==> src/ste_pkg.sv <==
// Shared widths, request codes and helpers for the servo target easing unit.
package ste_pkg;

	localparam int FRAC_BITS = 16;
	localparam int POS_W     = 24;
	localparam int SPD_W     = 16;
	localparam int CFG_W     = 16;
	localparam int DVS_W     = SPD_W - 1;

	localparam logic signed [SPD_W-1:0] DEFAULT_DIVISOR = 16'sd1000;

	typedef enum logic [1:0] {
		REQ_TICK   = 2'd0,
		REQ_MOVE   = 2'd1,
		REQ_STOP   = 2'd2,
		REQ_RESUME = 2'd3
	} req_t;

	typedef enum logic {
		CFG_GRACE = 1'b0,
		CFG_TOL   = 1'b1
	} cfg_idx_t;

	// Divisor of zero or below falls back to the default step divisor.
	function automatic logic signed [SPD_W-1:0] fix_divisor(input logic signed [SPD_W-1:0] d);
		logic signed [SPD_W-1:0] r;
		r = (d <= 0) ? DEFAULT_DIVISOR : d;
		return r;
	endfunction

endpackage

==> src/ste_divider.sv <==
// Restoring divider, one quotient bit per cycle, unsigned dividend by positive divisor.
module ste_divider
	import ste_pkg::*;
(
	input  logic             clk,
	input  logic             arst_n,
	input  logic             start,
	input  logic [POS_W-1:0] dividend,
	input  logic [DVS_W-1:0] divisor,
	output logic [POS_W-1:0] quotient,
	output logic             done
);

	localparam int CNT_W = $clog2(POS_W + 1);

	logic [DVS_W-1:0] rem_q;
	logic [DVS_W-1:0] dvs_q;
	logic [POS_W-1:0] quo_q;
	logic [CNT_W-1:0] cnt_q;
	logic             busy_q;
	logic             done_q;

	logic [DVS_W:0]   rem_sh;
	logic [DVS_W+1:0] trial;
	logic             take;
	logic [DVS_W-1:0] rem_n;

	always_comb begin
		rem_sh = {rem_q, quo_q[POS_W-1]};
		trial  = {1'b0, rem_sh} - {2'b00, dvs_q};
		take   = !trial[DVS_W+1];
		rem_n  = take ? trial[DVS_W-1:0] : rem_sh[DVS_W-1:0];
	end

	always_ff @(posedge clk or negedge arst_n) begin
		if (!arst_n) begin
			busy_q <= 1'b0;
			done_q <= 1'b0;
			cnt_q  <= '0;
			rem_q  <= '0;
			dvs_q  <= '0;
			quo_q  <= '0;
		end else begin
			done_q <= 1'b0;
			if (start) begin
				busy_q <= 1'b1;
				cnt_q  <= CNT_W'(POS_W);
				rem_q  <= '0;
				dvs_q  <= divisor;
				quo_q  <= dividend;
			end else if (busy_q) begin
				rem_q <= rem_n;
				quo_q <= {quo_q[POS_W-2:0], take};
				cnt_q <= cnt_q - 1'b1;
				if (cnt_q == CNT_W'(1)) begin
					busy_q <= 1'b0;
					done_q <= 1'b1;
				end
			end
		end
	end

	assign quotient = quo_q;
	assign done     = done_q;

endmodule

==> src/servo_target_easing_unit.sv <==
// Top level: request decode, easing sequencer, state registers and output word register.
//
// Servo easing in unsigned Q8.16 degrees. Each input word is one request: tick,
// move, forced stop or resume, and each gives exactly one output word. Move, stop,
// resume and a paused tick go from acceptance straight to the emit step, which loads
// the output register. A tick that steps passes through the prep, divide and emit
// steps; in the divide step the restoring divider forms |target - position| / divisor
// one quotient bit per cycle. The input side is ready only while the sequencer is
// idle, and the sequencer waits in its emit step while the output register still
// holds an unaccepted word. A finished word may wait in the output register while
// the next request is already taken.
module servo_target_easing_unit
	import ste_pkg::*;
#(
	parameter int MAX_ANGLE = 180
)(
	input  logic        clk,
	input  logic        arst_n,
	input  logic        s_tvalid,
	output logic        s_tready,
	input  logic [39:0] s_tdata,  // target_angle[23:0], move_speed[39:24]
	input  logic [1:0]  s_tuser,  // req_type[1:0]
	output logic        m_tvalid,
	input  logic        m_tready,
	// servo_angle[7:0], angle_written[8], position_fixed[32:9], in_motion[33],
	// cue_pending[34], paused[35], zero[39:36]
	output logic [39:0] m_tdata,
	input  logic        cfg_we,
	input  logic        cfg_index,
	input  logic [15:0] cfg_data
);

	localparam logic [POS_W-1:0] TOP_POS = POS_W'(MAX_ANGLE << FRAC_BITS);
	localparam logic [POS_W:0]   HALF    = (POS_W+1)'(1) << (FRAC_BITS - 1);

	typedef enum logic [1:0] {
		ST_IDLE,
		ST_PREP,
		ST_DIV,
		ST_EMIT
	} state_t;

	state_t state_q;

	logic [CFG_W-1:0]        grace_q, tol_q, gc_q;
	logic [POS_W-1:0]        pos_q, target_q, cue_target_q;
	logic signed [SPD_W-1:0] sd_q, cue_div_q;
	logic                    cue_valid_q, moving_q, stop_q, neg_q;
	logic                    wrote_q, blocked_q;
	logic                    m_tvalid_q;
	logic [39:0]             m_tdata_q;

	logic                    accept;
	req_t                    req;
	logic [POS_W-1:0]        tgt_in, tgt_sat;
	logic signed [SPD_W-1:0] spd_in;
	logic                    grace_hold;
	logic signed [POS_W:0]   diff;
	logic [POS_W:0]          span;
	logic                    arrived_s, near, blocked, step_go;
	logic                    div_start, div_done;
	logic [POS_W-1:0]        quo;
	logic signed [SPD_W-1:0] sd_fixed, cue_fixed;
	logic [POS_W:0]          rnd;

	assign s_tready = (state_q == ST_IDLE);
	assign accept   = s_tvalid && s_tready;
	assign req      = req_t'(s_tuser);
	assign tgt_in   = s_tdata[POS_W-1:0];
	assign spd_in   = s_tdata[POS_W+SPD_W-1:POS_W];

	always_comb begin
		tgt_sat    = (tgt_in > TOP_POS) ? TOP_POS : tgt_in;
		grace_hold = gc_q < grace_q;
		// one subtractor serves the arrival tests at accept and the dividend in prep
		diff       = $signed({1'b0, target_q}) - $signed({1'b0, pos_q});
		span       = $unsigned(diff[POS_W] ? -diff : diff);
		arrived_s  = diff <= $signed({{(POS_W+1-CFG_W){1'b0}}, tol_q});
		near       = span <= {{(POS_W+1-CFG_W){1'b0}}, tol_q};
		blocked    = stop_q || grace_hold;
		step_go    = (req == REQ_TICK) && !blocked;
		sd_fixed   = fix_divisor(sd_q);
		cue_fixed  = fix_divisor(cue_div_q);
		div_start  = (state_q == ST_PREP);
		rnd        = {1'b0, pos_q} + HALF;
	end

	ste_divider u_div (
		.clk      (clk),
		.arst_n   (arst_n),
		.start    (div_start),
		.dividend (span[POS_W-1:0]),
		.divisor  (sd_q[DVS_W-1:0]),
		.quotient (quo),
		.done     (div_done)
	);

	always_ff @(posedge clk or negedge arst_n) begin
		if (!arst_n) begin
			state_q      <= ST_IDLE;
			grace_q      <= '0;
			tol_q        <= CFG_W'(655);
			gc_q         <= '0;
			pos_q        <= '0;
			target_q     <= '0;
			sd_q         <= '0;
			cue_target_q <= '0;
			cue_div_q    <= '0;
			cue_valid_q  <= 1'b0;
			moving_q     <= 1'b0;
			stop_q       <= 1'b0;
			neg_q        <= 1'b0;
			wrote_q      <= 1'b0;
			blocked_q    <= 1'b0;
			m_tvalid_q   <= 1'b0;
			m_tdata_q    <= '0;
		end else begin
			if (cfg_we) begin
				unique case (cfg_idx_t'(cfg_index))
					CFG_GRACE: grace_q <= cfg_data;
					CFG_TOL:   tol_q   <= cfg_data;
					default:   ;
				endcase
			end

			// the emit step reloads the register itself when the word leaves
			if (m_tvalid_q && m_tready && state_q != ST_EMIT)
				m_tvalid_q <= 1'b0;

			unique case (state_q)
				ST_IDLE: begin
					if (accept) begin
						wrote_q   <= step_go;
						blocked_q <= (req == REQ_TICK) && blocked;
						state_q   <= step_go ? ST_PREP : ST_EMIT;
						unique case (req)
							REQ_MOVE: begin
								if (moving_q) begin
									if (!cue_valid_q) begin
										cue_valid_q  <= 1'b1;
										cue_target_q <= tgt_sat;
										cue_div_q    <= spd_in;
									end
								end else begin
									target_q <= tgt_sat;
									sd_q     <= spd_in;
								end
							end
							REQ_STOP:   stop_q <= 1'b1;
							REQ_RESUME: stop_q <= 1'b0;
							REQ_TICK: begin
								if (blocked) begin
									gc_q     <= grace_hold ? gc_q + 1'b1 : grace_q;
									moving_q <= arrived_s ? 1'b0 : moving_q;
									sd_q     <= sd_fixed;
								end else begin
									moving_q <= 1'b1;
									// when near the target, a queued cue goes live
									if (near) begin
										gc_q <= grace_q;
										if (cue_valid_q) begin
											target_q     <= cue_target_q;
											sd_q         <= cue_fixed;
											cue_valid_q  <= 1'b0;
											cue_target_q <= '0;
											cue_div_q    <= '0;
										end else begin
											sd_q <= sd_fixed;
										end
									end else begin
										gc_q <= '0;
										sd_q <= sd_fixed;
									end
								end
							end
							default: ;
						endcase
					end
				end
				ST_PREP: begin
					neg_q   <= diff[POS_W];
					state_q <= ST_DIV;
				end
				ST_DIV: begin
					if (div_done) begin
						// the step lies between position and target, so no clamp is reached
						pos_q   <= neg_q ? pos_q - quo : pos_q + quo;
						state_q <= ST_EMIT;
					end
				end
				ST_EMIT: begin
					if (!m_tvalid_q || m_tready) begin
						m_tvalid_q <= 1'b1;
						m_tdata_q  <= {4'b0000, blocked_q, cue_valid_q, moving_q, pos_q, wrote_q,
							rnd[FRAC_BITS +: 8]};
						state_q    <= ST_IDLE;
					end
				end
				default: state_q <= ST_IDLE;
			endcase
		end
	end

	assign m_tvalid = m_tvalid_q;
	assign m_tdata  = m_tdata_q;

	// A new output word is only loaded by the emit step.
	a_emit_src: assert property (@(posedge clk) disable iff (!arst_n)
		$rose(m_tvalid) |-> $past(state_q == ST_EMIT))
		else $error("output word loaded outside emit");

	// The divider only finishes while the sequencer waits for it.
	a_div_done: assert property (@(posedge clk) disable iff (!arst_n)
		div_done |-> state_q == ST_DIV)
		else $error("divider done outside divide step");

	// Steps never leave the valid angle range.
	a_pos_range: assert property (@(posedge clk) disable iff (!arst_n)
		pos_q <= TOP_POS && target_q <= TOP_POS)
		else $error("position or target out of range");

endmodule
==> config.mk <==
export PLATFORM = sky130hd
export DESIGN_NAME = servo_target_easing_unit
export DESIGN_NICKNAME = d
export VERILOG_FILES = /design/src/ste_pkg.sv /design/src/ste_divider.sv /design/src/servo_target_easing_unit.sv
export SDC_FILE = /design/constraint.sdc
export NUM_CORES = 1
export LEC_CHECK = 0
export BUFFER_PORTS_ARGS = -buffer_cell sky130_fd_sc_hd__buf_4
export CORE_MARGIN = 2
export CORE_UTILIZATION = 56
export CTS_BUF_LIST = sky130_fd_sc_hd__clkbuf_16
export DETAILED_ROUTE_END_ITERATION = 8
export PLACE_DENSITY = 0.77
export SYNTH_ARGS = -nofsm -noshare
export SYNTH_HDL_FRONTEND = slang
export SYNTH_SLANG_ARGS = --single-unit
==> constraint.sdc <==
create_clock -name clk -period 5.6 [get_ports clk]
set_clock_uncertainty 0.15 [all_clocks]
set_input_delay 1.12 -clock clk [delete_from_list [all_inputs] [get_ports clk]]
set_output_delay 1.12 -clock clk [all_outputs]
set_load 0.03 [all_outputs]
==> metrics <==
FP Rows=65; router iterations before antenna repair=6; Netlist Area Pre-Place=17870 sq um; WL per Instance=19.35 um; setup violators final=95; number of flops mapped to enable cells by yosys=0; die footprint=around 33000 sq um; Initial Util=0.5677; DR vias/cell=6.261; RSZ-0062 raised after global routing=yes; CP startpoint kind=flop; leakage=9.999 nW; ys async rst share=1.000; area leader, netlist=dfrtp_1; Worst Path Arrival=about 6.2 ns; top_reg_cell synth=dfrtp_1; WHS Path Cells=2; initial antenna violation count=0; GPL Wtd Cong=0.9979; Worst IR Drop VDD=approximately 0.21 mV; Area Growth Syn to Fin=22.76%; Synth top area share=0.3529; WS Path Type=reg -> reg; YS warnings=0; vias in the first global route=between 15000 and 20000; DPL Wire Length=37000 um; global-route wire length before repair=84140 um; gr usage total=0.3090; HP Class=reg -> reg; Final WS setup=-0.2939 ns; pin count of the biggest net entering global routing=127; commonest cells in the netlist=dfrtp_1, nand2_1, o21ai_0; die height=182.6 um; grt total ovfl=0; core footprint=31470 sq um; Clk pin slew, worst setup/hold paths=0.07 ns; worst-path maximum fanout=4; Final Cycle Share=1.052; worst-margin pin slew=around 1.0 ns; Final Max Tran Viols=0; Yosys reg bits=258; CTS Buf Count=29; status=complete, but fails checks; die width=182.6 um; worst reg2reg path depth=23; cell with the most instances after synthesis=dfrtp_1; count of different cell masters after synthesis=83; Clock Latency Late Sink=0.57 ns; P per Cell Area=approximately 190 nW/um^2; WHS=0.3258 ns; Fmax achieved=169.7 MHz; drc violations=0; total clock sinks=258; Ports=106; Bufs on Longest Clock Path=3; PnR Total Power=0.004063 W; final hold viol count=0; # nets final=2508; violated checks=setup timing; Rel. slew slack=0.3010; Final ANT Viol Nets=0; htree depth=1; syn_area_per_cell=8.497 sq um; Setup crit end kind=flop; share of layout cells above drive strength 1=0.2215; TritonCTS clock tree=done; worst path required time=5.90 ns; I/O Buffers=101; Mapped Cells=2103; max-cap violations=0; Final min period=approximately 5.9 ns; register area share after synthesis=0.3617; total number of vias=17190; Synth area leaders=dfrtp_1, ha_1, o21ai_0; final wirelength=roughly 53000 um; root buf cell=clkbuf_16; DR iter-0 viols=about 1700
[per-layer routing]
metal / up-vias / track usage / part of all wire
li1: 8038 / - / -
met1: 8305 / 0.4426 / 0.44
met2: 725 / 0.4873 / 0.46
met3: 124 / 0.04809 / 0.075
met4: 0 / 0.08581 / 0.026
met5: - / 0 / 0
[metrics by stage]
stage	setup TNS, ns	setup slack (ns)	utilization	cell area [sq um]	cells
2_1_floorplan	-0.07196	-0.01799	-	17960	2106
5_1_grt	-28.33	-0.4612	0.6969	21930	2745
3_5_place_dp	-26.34	-0.3492	0.6401	20150	2669
6_report	-13.29	-0.2939	0.6970	21940	2746
4_1_cts	-24.71	-0.3537	0.6764	21290	2734
3_3_place_gp	-12.93	-0.1943	0.6401	20150	2669
[logic make-up after synthesis]
logic type,share of synthesized area
xor+xnor,0.04166
fa+ha+maj,0.08669
flops,0.3617
mux,0.04012
compound gates,0.2295
other cells,0.0002099
simple gates,0.1865
buf+inv,0.05364
[registers in the layout, indices dropped and copies added (netlist names), 2 cells and up]
signal,count
m_tdata,36
cue_target_q,24
pos_q,24
target_q,24
u_div.quotient,24
cue_div_q,16
gc_q,16
grace_q,16
sd_q,16
tol_q,16
u_div.dvs_q,15
u_div.rem_q,15
u_div.cnt_q,5
state_q,2
[critical path, cell delays in order (launching register included)]
cell       delay [ns]
dfrtp_1          0.42
ha_4             0.18
fa_2             0.37
nor2b_4          0.14
o2111ai_2        0.12
a31o_2           0.26
a2111oi_4        0.41
nand2_1          0.11
or3_4            0.39
o31ai_4          0.28
xnor2_2          0.12
ha_1             0.33
a21o_1           0.18
a21oi_2          0.13
o21ai_1          0.08
a21oi_2          0.12
a41oi_2          0.06
a211oi_2         0.21
o21ai_1          0.10
or2_4            0.27
or4_4            0.47
buf_12           0.16
a221o_1          0.38
a221o_1          0.35
[worst paths after layout]
check / slack [ns] / from / to
max in group asynchronous: 3.75 / arst_n / cue_target_q[0]
min in group asynchronous: 0.44 / arst_n / gc_q[6]
worst min-delay path: 0.33 / m_tdata[23] / m_tdata[23]
worst max-delay path: -0.29 / pos_q[0] / sd_q[11]
worst max register to register: -0.29 / pos_q[0] / sd_q[11]
worst min register to register: 0.33 / m_tdata[23] / m_tdata[23]
[power by group]
part / leakage, nW / switching [W] / internal, W
Sequential: 3.49 / 0.0000218 / 0.00190
Clock: 0.471 / 0.000782 / 0.00107
Combinational: 6.04 / 0.000187 / 0.000104
[final cells by class]
cell class / instances / area, sq um
clock buffer: 29 / 725.7
clock inverter: 23 / 176.4
timing repair buffer: 304 / 2490
sequential: 258 / 6465
fill: 2473 / 9538
tap: 402 / 503.0
multi-input combinational: 1600 / 11090
inverter: 129 / 484.2
antenna: 1 / 2.502
[cell usage in the layout (no fill, tap or decap), types with 16 or more instances in the layout]
cell and n:
a41oi_1 20, a22oi_1 38, nor2b_1 36, clkbuf_16 33
xor2_1 16, buf_4 282, nor3_1 30, nor2_1 125
inv_1 133, nand4_1 20, dfrtp_1 251, ha_1 112
a21oi_1 87, a31oi_1 21, a21o_1 28, nand3_1 85
a21boi_0 27, nand2_1 226, o21ai_2 45, mux2i_1 39
o21ai_0 181, and3_1 16, xnor2_1 66, nor4_1 22
a211oi_1 18, o21a_1 18, mux2_2 29, or3_1 33
[timing repair]
action | in CTS | in global routing
pin swaps | 27 | 87
hold buffers | 0 | 0
gates cloned | 3 | 4
setup buffers | 10 | 10
endpoints found under the setup margin | 95 | 96
gates resized for setup | 63 | 116
(Power assumes the default switching activity.)
